--- config.mk ---
export PLATFORM = sky130hd
export DESIGN_NAME = csr_column_block_split_core
export DESIGN_NICKNAME = d
export VERILOG_FILES = /design/src/hw/rtl/csrcbs_pkg.sv /design/src/hw/rtl/csrcbs_front.sv /design/src/hw/rtl/csrcbs_queue.sv /design/src/hw/rtl/csrcbs_back.sv /design/src/hw/rtl/csr_column_block_split_core.sv
export SDC_FILE = /design/constraint.sdc
export NUM_CORES = 2
export LEC_CHECK = 0
export BUFFER_PORTS_ARGS = -buffer_cell sky130_fd_sc_hd__buf_4
export CORE_AREA = 2 2 453 500
export DETAILED_ROUTE_END_ITERATION = 7
export DIE_AREA = 0 0 455 502
export PLACE_DENSITY = 0.66
export SLEW_MARGIN = 5
export SYNTH_ARGS = -nofsm -noshare
export SYNTH_HDL_FRONTEND = slang
export SYNTH_HIERARCHICAL = 1
export SYNTH_SLANG_ARGS = --single-unit
--- constraint.sdc ---
create_clock -name clock -period 9.2 [get_ports clock]
set_input_delay 0.92 -clock clock [delete_from_list [all_inputs] [get_ports clock]]
set_output_delay 0.92 -clock clock [all_outputs]
set_load 0.01 [all_outputs]
--- src/hw/rtl/csrcbs_pkg.sv ---
`timescale 1ns / 1ps
// ---------------------------------------------------------------------------
// csrcbs_pkg
// Shared field widths, request function codes and the queue status bundle
// for the CSR column block splitter.
// ---------------------------------------------------------------------------
package csrcbs_pkg;

   localparam int FUNC_W  = 2;
   localparam int BNUM_W  = 4;
   localparam int COL_W   = 24;
   localparam int SIZE_W  = 25;
   localparam int VALUE_W = 64;
   localparam int CSR_W   = 5;

   localparam logic [CSR_W-1:0] BLOCKS_RESET = 5'd16;

   localparam logic KIND_NONZERO = 1'b0;
   localparam logic KIND_ROW_PTR = 1'b1;

   typedef enum logic [FUNC_W-1:0] {
      FUNC_LOAD    = 2'd0,
      FUNC_NONZERO = 2'd1,
      FUNC_ROW_END = 2'd2,
      FUNC_CLEAR   = 2'd3
   } func_type;

   typedef struct packed {
      logic full;
      logic empty;
   } q_stat_type;

endpackage

--- src/hw/rtl/csrcbs_front.sv ---
`timescale 1ns / 1ps
// ---------------------------------------------------------------------------
// csrcbs_front
// Request stage: holds one request, loads the block table and classifies
// nonzeros against every block range in use before queueing them.
// ---------------------------------------------------------------------------
module csrcbs_front
   import csrcbs_pkg::*;
#(
   parameter int MAX_BLOCKS = 16
) (
   input  logic                             clock,
   input  logic                             reset,
   input  logic                             start,
   output logic                             busy,
   input  logic [FUNC_W-1:0]                req_func,
   input  logic [BNUM_W-1:0]                req_block_number,
   input  logic [COL_W-1:0]                 req_block_start,
   input  logic [SIZE_W-1:0]                req_block_size,
   input  logic [COL_W-1:0]                 req_column,
   input  logic [VALUE_W-1:0]               req_entry_value,
   input  logic [$clog2(MAX_BLOCKS+1)-1:0]  n_active,
   input  q_stat_type                       q_stat,
   input  logic                             back_idle,
   output logic                             push,
   output logic [FUNC_W+MAX_BLOCKS+COL_W+VALUE_W-1:0] push_data,
   input  logic [$clog2(MAX_BLOCKS)-1:0]    rd_idx,
   output logic [COL_W-1:0]                 rd_start
);

   localparam int IDX_W = $clog2(MAX_BLOCKS);

   logic                  full_ff, full_in;
   func_type              func_ff;
   logic [BNUM_W-1:0]     bnum_ff;
   logic [COL_W-1:0]      bstart_ff;
   logic [SIZE_W-1:0]     bsize_ff;
   logic [COL_W-1:0]      col_ff;
   logic [VALUE_W-1:0]    value_ff;

   logic [COL_W-1:0]      start_tab_ff [MAX_BLOCKS];
   logic [SIZE_W-1:0]     size_tab_ff  [MAX_BLOCKS];

   logic                  advance;
   logic                  accept;
   logic                  load_wr;
   logic [MAX_BLOCKS-1:0] hit;

   always_comb begin
      advance = full_ff && ((func_ff == FUNC_LOAD) ? (q_stat.empty && back_idle)
                                                   : !q_stat.full);
      busy    = full_ff && !advance;
      accept  = start && !busy;
      full_in = accept ? 1'b1 : (advance ? 1'b0 : full_ff);
      load_wr = advance && (func_ff == FUNC_LOAD) && (32'(bnum_ff) < MAX_BLOCKS);
      push    = advance && (func_ff != FUNC_LOAD);
   end

   always_comb begin
      logic [COL_W+1:0] hi;
      hit = '0;
      for (int k = 0; k < MAX_BLOCKS; k++) begin
         hi = {2'b00, start_tab_ff[k]} + {1'b0, size_tab_ff[k]};
         hit[k] = (32'(n_active) > k) && (col_ff >= start_tab_ff[k])
                  && ({2'b00, col_ff} < hi);
      end
   end

   assign push_data = {func_ff, hit, col_ff, value_ff};
   assign rd_start  = start_tab_ff[rd_idx];

   always_ff @(posedge clock) begin
      if (reset) begin
         full_ff <= 1'b0;
      end else begin
         full_ff <= full_in;
      end
   end

   always_ff @(posedge clock) begin
      if (accept) begin
         func_ff   <= func_type'(req_func);
         bnum_ff   <= req_block_number;
         bstart_ff <= req_block_start;
         bsize_ff  <= req_block_size;
         col_ff    <= req_column;
         value_ff  <= req_entry_value;
      end
   end

   // sizes reset to empty ranges
   always_ff @(posedge clock) begin
      if (reset) begin
         for (int k = 0; k < MAX_BLOCKS; k++) begin
            size_tab_ff[k] <= '0;
         end
      end else if (load_wr) begin
         size_tab_ff[IDX_W'(bnum_ff)] <= bsize_ff;
      end
   end

   always_ff @(posedge clock) begin
      if (load_wr) begin
         start_tab_ff[IDX_W'(bnum_ff)] <= bstart_ff;
      end
   end

endmodule

--- src/hw/rtl/csrcbs_queue.sv ---
`timescale 1ns / 1ps
// ---------------------------------------------------------------------------
// csrcbs_queue
// Four-entry request queue between the classifying stage and the emit stage.
// ---------------------------------------------------------------------------
module csrcbs_queue
   import csrcbs_pkg::*;
#(
   parameter int WIDTH = 8
) (
   input  logic             clock,
   input  logic             reset,
   input  logic             push,
   input  logic [WIDTH-1:0] push_data,
   input  logic             pop,
   output logic [WIDTH-1:0] head,
   output q_stat_type       q_stat
);

   localparam int DEPTH = 4;
   localparam int PTR_W = $clog2(DEPTH);
   localparam int CNT_W = $clog2(DEPTH + 1);

   logic [WIDTH-1:0] mem_ff [DEPTH];
   logic [PTR_W-1:0] wr_ptr_ff, wr_ptr_in;
   logic [PTR_W-1:0] rd_ptr_ff, rd_ptr_in;
   logic [CNT_W-1:0] count_ff, count_in;
   logic             do_push;
   logic             do_pop;

   always_comb begin
      q_stat.full  = (32'(count_ff) == DEPTH);
      q_stat.empty = (count_ff == '0);
      do_push      = push && !q_stat.full;
      do_pop       = pop && !q_stat.empty;
      wr_ptr_in    = do_push ? wr_ptr_ff + PTR_W'(1) : wr_ptr_ff;
      rd_ptr_in    = do_pop ? rd_ptr_ff + PTR_W'(1) : rd_ptr_ff;
      count_in     = count_ff + CNT_W'(do_push) - CNT_W'(do_pop);
   end

   assign head = mem_ff[rd_ptr_ff];

   always_ff @(posedge clock) begin
      if (reset) begin
         wr_ptr_ff <= '0;
         rd_ptr_ff <= '0;
         count_ff  <= '0;
      end else begin
         wr_ptr_ff <= wr_ptr_in;
         rd_ptr_ff <= rd_ptr_in;
         count_ff  <= count_in;
      end
   end

   always_ff @(posedge clock) begin
      if (do_push) begin
         mem_ff[wr_ptr_ff] <= push_data;
      end
   end

endmodule

--- src/hw/rtl/csrcbs_back.sv ---
`timescale 1ns / 1ps
// ---------------------------------------------------------------------------
// csrcbs_back
// Emit stage: walks the matched blocks of a nonzero or every block in use for a row
// end, one response a cycle, and keeps the fill counts and the row counter.
// ---------------------------------------------------------------------------
module csrcbs_back
   import csrcbs_pkg::*;
#(
   parameter int MAX_BLOCKS = 16,
   parameter int INDEX_BITS = 24
) (
   input  logic                             clock,
   input  logic                             reset,
   input  logic [$clog2(MAX_BLOCKS+1)-1:0]  n_active,
   input  q_stat_type                       q_stat,
   input  logic [FUNC_W+MAX_BLOCKS+COL_W+VALUE_W-1:0] head,
   output logic                             pop,
   output logic                             idle,
   output logic [$clog2(MAX_BLOCKS)-1:0]    rd_idx,
   input  logic [COL_W-1:0]                 rd_start,
   output logic                             rsp_valid,
   output logic                             rsp_kind,
   output logic [BNUM_W-1:0]                rsp_block_out,
   output logic [COL_W-1:0]                 rsp_local_column,
   output logic [COL_W-1:0]                 rsp_position,
   output logic [VALUE_W-1:0]               rsp_value_out,
   output logic [COL_W-1:0]                 rsp_row_number,
   output logic                             rsp_last
);

   localparam int IDX_W   = $clog2(MAX_BLOCKS);
   localparam int ENTRY_W = FUNC_W + MAX_BLOCKS + COL_W + VALUE_W;
   localparam int WIDE_W  = (INDEX_BITS > COL_W) ? INDEX_BITS : COL_W;
   localparam int BLK_W   = (IDX_W > BNUM_W) ? IDX_W : BNUM_W;
   localparam logic [INDEX_BITS-1:0] COUNT_MAX = {INDEX_BITS{1'b1}};

   typedef enum logic [2:0] {
      S_IDLE  = 3'b001,
      S_ROUTE = 3'b010,
      S_ROW   = 3'b100
   } back_state_type;

   back_state_type         state_ff, state_in;
   logic [MAX_BLOCKS-1:0]  mask_ff, mask_in;
   logic [IDX_W-1:0]       cnt_ff, cnt_in;
   logic [COL_W-1:0]       col_ff, col_in;
   logic [VALUE_W-1:0]     value_ff, value_in;
   logic [INDEX_BITS-1:0]  fill_ff [MAX_BLOCKS];
   logic [INDEX_BITS-1:0]  fill_in [MAX_BLOCKS];
   logic [INDEX_BITS-1:0]  row_ff, row_in;

   logic                   rsp_valid_ff, rsp_valid_in;
   logic                   rsp_kind_ff, rsp_kind_in;
   logic [BNUM_W-1:0]      rsp_block_ff, rsp_block_in;
   logic [COL_W-1:0]       rsp_local_ff, rsp_local_in;
   logic [COL_W-1:0]       rsp_pos_ff, rsp_pos_in;
   logic [VALUE_W-1:0]     rsp_value_ff, rsp_value_in;
   logic [COL_W-1:0]       rsp_row_ff, rsp_row_in;
   logic                   rsp_last_ff, rsp_last_in;

   func_type               h_func;
   logic [MAX_BLOCKS-1:0]  h_mask;
   logic [COL_W-1:0]       h_col;
   logic [VALUE_W-1:0]     h_value;

   logic [IDX_W-1:0]       first;
   logic [IDX_W-1:0]       cur_idx;
   logic [MAX_BLOCKS-1:0]  mask_rest;
   logic                   row_last;
   logic [INDEX_BITS-1:0]  fill_cur;
   logic [INDEX_BITS-1:0]  fill_next;
   logic [INDEX_BITS-1:0]  row_next;
   logic [WIDE_W-1:0]      pos_wide;
   logic [WIDE_W-1:0]      row_wide;
   logic [BLK_W-1:0]       blk_wide;

   always_comb begin
      h_func  = func_type'(head[ENTRY_W-1 -: FUNC_W]);
      h_mask  = head[COL_W+VALUE_W +: MAX_BLOCKS];
      h_col   = head[VALUE_W +: COL_W];
      h_value = head[VALUE_W-1:0];
   end

   // lowest matched block first
   always_comb begin
      first = '0;
      for (int k = MAX_BLOCKS - 1; k >= 0; k--) begin
         if (mask_ff[k]) begin
            first = IDX_W'(k);
         end
      end
   end

   always_comb begin
      cur_idx   = (state_ff == S_ROW) ? cnt_ff : first;
      rd_idx    = cur_idx;
      mask_rest = mask_ff;
      mask_rest[first] = 1'b0;
      row_last  = ((32'(cnt_ff) + 32'd1) == 32'(n_active));
      fill_cur  = fill_ff[cur_idx];
      fill_next = (fill_cur == COUNT_MAX) ? fill_cur : fill_cur + INDEX_BITS'(1);
      row_next  = (row_ff == COUNT_MAX) ? row_ff : row_ff + INDEX_BITS'(1);
      pos_wide  = WIDE_W'(fill_cur);
      row_wide  = WIDE_W'(row_ff);
      blk_wide  = BLK_W'(cur_idx);
      pop       = (state_ff == S_IDLE) && !q_stat.empty;
      idle      = (state_ff == S_IDLE);
   end

   always_comb begin
      state_in     = state_ff;
      mask_in      = mask_ff;
      cnt_in       = cnt_ff;
      col_in       = col_ff;
      value_in     = value_ff;
      fill_in      = fill_ff;
      row_in       = row_ff;
      rsp_valid_in = 1'b0;
      rsp_kind_in  = KIND_NONZERO;
      rsp_block_in = blk_wide[BNUM_W-1:0];
      rsp_local_in = '0;
      rsp_pos_in   = pos_wide[COL_W-1:0];
      rsp_value_in = '0;
      rsp_row_in   = row_wide[COL_W-1:0];
      rsp_last_in  = 1'b0;
      case (state_ff)
         S_IDLE: begin
            if (pop) begin
               mask_in  = h_mask;
               cnt_in   = '0;
               col_in   = h_col;
               value_in = h_value;
               case (h_func)
                  FUNC_NONZERO: begin
                     if (h_mask != '0) begin
                        state_in = S_ROUTE;
                     end
                  end
                  FUNC_ROW_END: begin
                     if (n_active != '0) begin
                        state_in = S_ROW;
                     end else begin
                        row_in = row_next;
                     end
                  end
                  FUNC_CLEAR: begin
                     for (int k = 0; k < MAX_BLOCKS; k++) begin
                        fill_in[k] = '0;
                     end
                     row_in = '0;
                  end
                  default: ;
               endcase
            end
         end
         S_ROUTE: begin
            rsp_valid_in     = 1'b1;
            rsp_kind_in      = KIND_NONZERO;
            rsp_local_in     = col_ff - rd_start;
            rsp_value_in     = value_ff;
            rsp_last_in      = (mask_rest == '0);
            fill_in[cur_idx] = fill_next;
            mask_in          = mask_rest;
            if (mask_rest == '0) begin
               state_in = S_IDLE;
            end
         end
         S_ROW: begin
            rsp_valid_in = 1'b1;
            rsp_kind_in  = KIND_ROW_PTR;
            rsp_last_in  = row_last;
            cnt_in       = cnt_ff + IDX_W'(1);
            if (row_last) begin
               row_in   = row_next;
               state_in = S_IDLE;
            end
         end
         default: begin
            state_in = S_IDLE;
         end
      endcase
   end

   always_ff @(posedge clock) begin
      if (reset) begin
         state_ff     <= S_IDLE;
         row_ff       <= '0;
         rsp_valid_ff <= 1'b0;
         for (int k = 0; k < MAX_BLOCKS; k++) begin
            fill_ff[k] <= '0;
         end
      end else begin
         state_ff     <= state_in;
         row_ff       <= row_in;
         rsp_valid_ff <= rsp_valid_in;
         fill_ff      <= fill_in;
      end
   end

   always_ff @(posedge clock) begin
      mask_ff      <= mask_in;
      cnt_ff       <= cnt_in;
      col_ff       <= col_in;
      value_ff     <= value_in;
      rsp_kind_ff  <= rsp_kind_in;
      rsp_block_ff <= rsp_block_in;
      rsp_local_ff <= rsp_local_in;
      rsp_pos_ff   <= rsp_pos_in;
      rsp_value_ff <= rsp_value_in;
      rsp_row_ff   <= rsp_row_in;
      rsp_last_ff  <= rsp_last_in;
   end

   assign rsp_valid        = rsp_valid_ff;
   assign rsp_kind         = rsp_kind_ff;
   assign rsp_block_out    = rsp_block_ff;
   assign rsp_local_column = rsp_local_ff;
   assign rsp_position     = rsp_pos_ff;
   assign rsp_value_out    = rsp_value_ff;
   assign rsp_row_number   = rsp_row_ff;
   assign rsp_last         = rsp_last_ff;

   a_route_has_match: assert property (@(posedge clock) disable iff (reset)
      state_ff == S_ROUTE |-> mask_ff != '0)
      else $error("route walk with no matched block left");

   a_row_in_range: assert property (@(posedge clock) disable iff (reset)
      state_ff == S_ROW |-> 32'(cnt_ff) < 32'(n_active))
      else $error("row pointer walk past blocks in use");

   a_last_ends_walk: assert property (@(posedge clock) disable iff (reset)
      rsp_valid_ff && rsp_last_ff |-> state_ff == S_IDLE)
      else $error("final response while walk still active");

   a_pop_only_idle: assert property (@(posedge clock) disable iff (reset)
      pop |=> state_ff == S_IDLE || $past(h_func) == FUNC_NONZERO
              || $past(h_func) == FUNC_ROW_END)
      else $error("load or clear left the emit stage busy");

endmodule

--- src/hw/rtl/csr_column_block_split_core.sv ---
`timescale 1ns / 1ps
// ---------------------------------------------------------------------------
// csr_column_block_split_core
// Splits a stream of CSR nonzeros into column blocks, routing each nonzero
// to every block range in use that holds it and reporting row pointers per block.
// ---------------------------------------------------------------------------
// Requests pass the request register, the queue and the emit stage.
// A nonzero gives one response per matching block (none with no match);
//   a row end gives one per block in use; a clear gives none.
//   A load waits until the queue and the emit stage have drained.
// Responses are strobed for one cycle each; the receiver cannot stall.
// Reset clears the block sizes, fill counts, row counter and queue and sets
//   blocks_in_use to 16; block starts stay undefined until loaded.
// ---------------------------------------------------------------------------
module csr_column_block_split_core
   import csrcbs_pkg::*;
#(
   parameter int MAX_BLOCKS = 16,
   parameter int INDEX_BITS = 24
) (
   input  logic               clock,
   input  logic               reset,
   input  logic               csr_wr_en,
   input  logic [CSR_W-1:0]   csr_wr_data,
   input  logic               start,
   output logic               busy,
   input  logic [FUNC_W-1:0]  req_func,
   input  logic [BNUM_W-1:0]  req_block_number,
   input  logic [COL_W-1:0]   req_block_start,
   input  logic [SIZE_W-1:0]  req_block_size,
   input  logic [COL_W-1:0]   req_column,
   input  logic [VALUE_W-1:0] req_entry_value,
   output logic               rsp_valid,
   output logic               rsp_kind,
   output logic [BNUM_W-1:0]  rsp_block_out,
   output logic [COL_W-1:0]   rsp_local_column,
   output logic [COL_W-1:0]   rsp_position,
   output logic [VALUE_W-1:0] rsp_value_out,
   output logic [COL_W-1:0]   rsp_row_number,
   output logic               rsp_last
);

   localparam int IDX_W   = $clog2(MAX_BLOCKS);
   localparam int CNT_W   = $clog2(MAX_BLOCKS + 1);
   localparam int ENTRY_W = FUNC_W + MAX_BLOCKS + COL_W + VALUE_W;

   logic [CSR_W-1:0]   blocks_ff, blocks_in;
   logic [CNT_W-1:0]   n_active;
   q_stat_type         q_stat;
   logic               back_idle;
   logic               push;
   logic [ENTRY_W-1:0] push_data;
   logic               pop;
   logic [ENTRY_W-1:0] head;
   logic [IDX_W-1:0]   rd_idx;
   logic [COL_W-1:0]   rd_start;

   always_comb begin
      blocks_in = csr_wr_en ? csr_wr_data : blocks_ff;
      n_active  = (32'(blocks_ff) > MAX_BLOCKS) ? CNT_W'(MAX_BLOCKS) : CNT_W'(blocks_ff);
   end

   always_ff @(posedge clock) begin
      if (reset) begin
         blocks_ff <= BLOCKS_RESET;
      end else begin
         blocks_ff <= blocks_in;
      end
   end

   csrcbs_front #(
      .MAX_BLOCKS (MAX_BLOCKS)
   ) u_front (
      .clock            (clock),
      .reset            (reset),
      .start            (start),
      .busy             (busy),
      .req_func         (req_func),
      .req_block_number (req_block_number),
      .req_block_start  (req_block_start),
      .req_block_size   (req_block_size),
      .req_column       (req_column),
      .req_entry_value  (req_entry_value),
      .n_active         (n_active),
      .q_stat           (q_stat),
      .back_idle        (back_idle),
      .push             (push),
      .push_data        (push_data),
      .rd_idx           (rd_idx),
      .rd_start         (rd_start)
   );

   csrcbs_queue #(
      .WIDTH (ENTRY_W)
   ) u_queue (
      .clock     (clock),
      .reset     (reset),
      .push      (push),
      .push_data (push_data),
      .pop       (pop),
      .head      (head),
      .q_stat    (q_stat)
   );

   csrcbs_back #(
      .MAX_BLOCKS (MAX_BLOCKS),
      .INDEX_BITS (INDEX_BITS)
   ) u_back (
      .clock            (clock),
      .reset            (reset),
      .n_active         (n_active),
      .q_stat           (q_stat),
      .head             (head),
      .pop              (pop),
      .idle             (back_idle),
      .rd_idx           (rd_idx),
      .rd_start         (rd_start),
      .rsp_valid        (rsp_valid),
      .rsp_kind         (rsp_kind),
      .rsp_block_out    (rsp_block_out),
      .rsp_local_column (rsp_local_column),
      .rsp_position     (rsp_position),
      .rsp_value_out    (rsp_value_out),
      .rsp_row_number   (rsp_row_number),
      .rsp_last         (rsp_last)
   );

endmodule
==> summary.md <==
| Metric | Value |
|---|---|
| Outcome | `finished clean` |
| WL/cell | `approximately 28 um` |
| CP bufs+invs | `2` |
| Startpoint types | `register` |
| Full die area | `~0.23 sq mm` |
| Post-Syn Nets | `about 11000` |
| Worst Tran Pin Value | `roughly 1.3 ns` |
| Placed wire-length estimate | `255000 um` |
| Most frequent cells in the layout | `1459 x edfxtp_1, 1168 x ha_1, 599 x inv_1` |
| Yosys cell types | `about 120` |
| Clock share of power | `0.336` |
| Final min period | `about 7.6 ns` |
| Pre-antenna DRT Iters | `8` |
| Sink Count | `a little over 2000` |
| Clock root cell | `clkbuf_16` |
| Clk_lat worst skew | `0.91 ns` |
| CP max FO | `71` |
| Vias/cell | `between 6 and 7` |
| Filler Cells Inserted | `about 18000` |
| Min-delay worst type | `input pin to register` |
| Area Overhead vs Synth | `12.3%` |
| Final Hold Viols | `0` |
| Post-CTS setup buffers | `0` |
| CP Class | `register to register` |
| Placed insts | `approximately 12000` |
| #FFs+latches synth | `just over 2000` |
| Power density over cell area | `224 mW/mm^2` |
| Routed via count | `approximately 81000` |
| Antenna violations before repair | `18` |
| # Max-Cap Violations | `0` |
| Sw Ratio | `0.332` |
| # IOs | `between 200 and 300` |
| Worst R2R Start | `u_back/mask_ff[12]` |
| Ys Warns | `6` |
| Synth Area per Inst | `roughly 12 sq um` |
| Psw | `about 9 mW` |
| IO Port Bufs | `295` |
| Htree depth | `4` |
| DRC violation total after the first TritonRoute iteration | `between 8000 and 9000` |
| GRT Residual Overflow | `0` |
| TritonCTS buffer count | `~210` |
| Most common cell after layout, fill and taps aside | `edfxtp_1` |
| R2R Path End | `u_back/rsp_local_column[22]` |
| Critical Path AT | `8.34 ns` |
| Layout cells sized above 1 | `0.122` |
| Nets | `around 11000` |
| Crit path max-delay family | `compound AO/OA/AOI/OAI gates` |
| Most Frequent Cell on Critical Path | `nor2b_1` |
| Synth top area cells | `edfxtp_1 39%, ha_1 13%, dfxtp_1 10%` |
| Critical Path, Cell by Cell | `nor2b_1 > a2111oi_2 > o221a_2 > o21ai_4 > inv_8 > mux4_2 > mux4_2 > inv_1 > ha_1 > nor2b_1 > o21a_1 > o21ai_0 > a21o_1 > a31oi_1 > a31oi_1 > nor2b_1 > o31ai_1 > a21oi_1 > o41ai_1 > xor2_1 > nor2_1` |
| Global-route wire length before repair | `roughly 520000 um` |
| Hold Path End | `u_front/bsize_ff[3]` |
| VDD IR max | `274 uV` |
| Final non-filler cell area | `approximately 0.12 sq mm` |
| Chip height | `502 um` |
| Critical Path Slowest Stage Cell | `o221a_2` |
| Reg power frac | `0.394` |
| Max_slew headroom | `0.140` |
| CP Data Required Time | `9.97 ns` |
| Die X | `~460 um` |
| Clock Skew | `approximately 0.06 ns` |
| Predominant post-synthesis flop cell | `edfxtp_1` |
| FF-to-FF path depth | `21` |
| Clk slew on worst S/H paths | `0.06 ns` |
| Hold depth | `1` |
| FMAX | `around 130 MHz` |
| CTS Buffer Depth | `3` |
| Number of gates resized after cts | `0` |
| LEAKAGE | `slightly above 50 nW` |
| Vias in the first global route | `77800` |
| Setup TNS | `0 ns` |
| Critical Path Max Stage Delay | `0.93 ns` |
| Top-area cell type share of the netlist area | `0.395` |
| Yosys top cell by area | `edfxtp_1` |
| Seq/Total Area, Yosys | `0.497` |
| Core area | `approximately 0.22 sq mm` |
| RSZ-0062 raised after global routing | `no` |
| Site Rows | `approximately 180` |
| Remaining DRCs | `0` |
| Hold buffer count at cts | `0` |
| GRT Overall Usage | `0.312` |
| Routed wire length | `363000 um` |
| Async SR Flop Fraction | `0` |
| Internal power | `~19 mW` |
| Routability congestion estimate | `~1` |
| Setup violators final | `0` |
| R2R Setup Slk | `between 1.5 and 2 ns` |
| Crit. End Element | `register` |
| Pins Over Slew Limit | `0` |
| Starting Density | `0.498` |
| Cells after synthesis | `between 9000 and 10000` |
| Hold Crit Start | `req_block_size[3]` |
| Largest net degree at the start of global routing | `roughly 160` |
| Fin crit share | `0.823` |
| Total power | `between 20 and 30 mW` |
| TritonCTS clock tree | `yes` |
| Post-route ant nets | `0` |
| Worst Setup SP | `u_back/mask_ff[12]` |
| Placed inst area | `0.117 sq mm` |
| Number of synthesized flops with an enable pin | `~1500` |
| Combinational fraction of design power | `0.271` |
| Final std cells w/o fill | `approximately 13000` |
| Cell area after synthesis | `~0.11 sq mm` |
## state kept, by name (all words and copies together) (netlist names), 4 cells and up, named ones only
| register | flops |
|---|---|
| blocks_ff | 5 |
| u_back/cnt_ff | 4 |
| u_back/col_ff | 24 |
| u_back/fill_ff | 384 |
| u_back/mask_ff | 16 |
| u_back/row_ff | 24 |
| u_back/rsp_block_out | 4 |
| u_back/rsp_local_column | 24 |
| u_back/rsp_position | 24 |
| u_back/rsp_row_number | 24 |
| u_back/rsp_value_out | 64 |
| u_back/value_ff | 64 |
| u_front/bnum_ff | 4 |
| u_front/bsize_ff | 25 |
| u_front/bstart_ff | 24 |
| u_front/col_ff | 24 |
| u_front/size_tab_ff | 400 |
| u_front/start_tab_ff | 384 |
| u_front/value_ff | 64 |
| u_queue/mem_ff | 424 |
## power by group through the flow
stage,combinational (mW),sequential [mW],clock (mW)
CTS,7.44,11.0,9.48
global placement,7.29,11.2,0
finish,7.55,11.0,9.36
global route,8.03,11.0,9.83
detailed placement,7.41,11.2,0
floorplan,4.99,11.0,0
## how the worst max path moves through the flow
stage	endpoint	slack [ns]	depth (start not counted)
after floorplan	u_front/bnum_ff[0]	1.43	5
after global placement	u_back/rsp_local_column[22]	1.95	21
after detailed placement	u_back/rsp_local_column[22]	1.85	21
after CTS	u_back/rsp_local_column[22]	1.81	21
after global routing	u_back/rsp_local_column[22]	1.06	21
final	u_back/rsp_local_column[22]	1.63	21
## worst register-to-register path, cell delays in order, from the launching register on
cell	delay [ns]
edfxtp_1	0.47
nor2b_1	0.18
a2111oi_2	0.44
o221a_2	0.93
o21ai_4	0.22
inv_8	0.53
mux4_2	0.80
mux4_2	0.48
inv_1	0.08
ha_1	0.24
nor2b_1	0.15
o21a_1	0.18
o21ai_0	0.42
a21o_1	0.22
a31oi_1	0.15
a31oi_1	0.56
nor2b_1	0.20
o31ai_1	0.44
a21oi_1	0.17
o41ai_1	0.34
xor2_1	0.19
nor2_1	0.05
## kinds of logic (layout without fill, tap and decap cells)
family / count (synthesis) / in the layout / synth area share
XOR/XNOR: 387 / 387 / 0.0311
multiplexers: 342 / 342 / 0.0564
AO/OA/AOI/OAI: 2234 / 2234 / 0.139
buffers and inverters: 918 / 1491 / 0.0357
flip-flops: 2028 / 2028 / 0.497
other: 0 / 8 / 0
adder cells (fa/ha/maj): 1186 / 1186 / 0.135
AND/OR/NAND/NOR: 2221 / 2221 / 0.105
## Yosys cell counts, types with 19 or more instances
cell / n
edfxtp_1: 1459
ha_1: 1168
inv_1: 600
dfxtp_1: 569
a21oi_1: 506
nand2_1: 493
and2_1: 427
o21ai_0: 421
nor2_1: 373
a21o_1: 285
a22o_1: 284
mux4_2: 226
xor2_1: 203
xnor2_1: 175
clkbuf_1: 166
nand3_1: 151
nand2b_1: 145
nor2b_1: 119
mux2i_1: 115
and3_1: 106
nor3_1: 104
nand4_1: 95
buf_2: 82
o21a_1: 82
o211ai_1: 74
o2111ai_1: 71
a211oi_1: 67
a32oi_1: 48
o21bai_1: 47
or3_1: 47
a31oi_1: 43
and4_1: 37
nor4_1: 34
o31ai_1: 33
a211o_1: 31
a2111oi_0: 27
a21boi_0: 23
or2_2: 23
a22oi_1: 19
buf_6: 19
## final cells by class
class | instances | area [sq um] | share of cell area
Sequential cell | 2028 | 55200 | 0.443
Multi-Input combinational cell | 6370 | 52100 | 0.418
Clock buffer | 279 | 5850 | 0.0469
Tap cell | 2944 | 3680 | 0.0295
Timing Repair Buffer | 482 | 3680 | 0.0295
Inverter | 605 | 2280 | 0.0183
Clock inverter | 125 | 1820 | 0.0146
Antenna cell | 8 | 20.0 | 0.000161
## through the flow
stage          hold WS (ns)  setup WS (ns)  utilization
2_1_floorplan         0.351           1.43            -
3_3_place_gp          0.359           1.95        0.525
3_5_place_dp          0.362           1.85        0.525
4_1_cts               0.125           1.81        0.559
5_1_grt               0.156           1.06        0.559
6_report              0.185           1.63        0.559
## routing by layer
layer	GRT usage	up-vias	part of all wire
li1	-	35900	-
met1	0.415	39700	0.40
met2	0.489	4048	0.45
met3	0.0531	879	0.087
met4	0.166	8	0.059
met5	0	-	0.00014
Power figures use the tool's default switching activity.
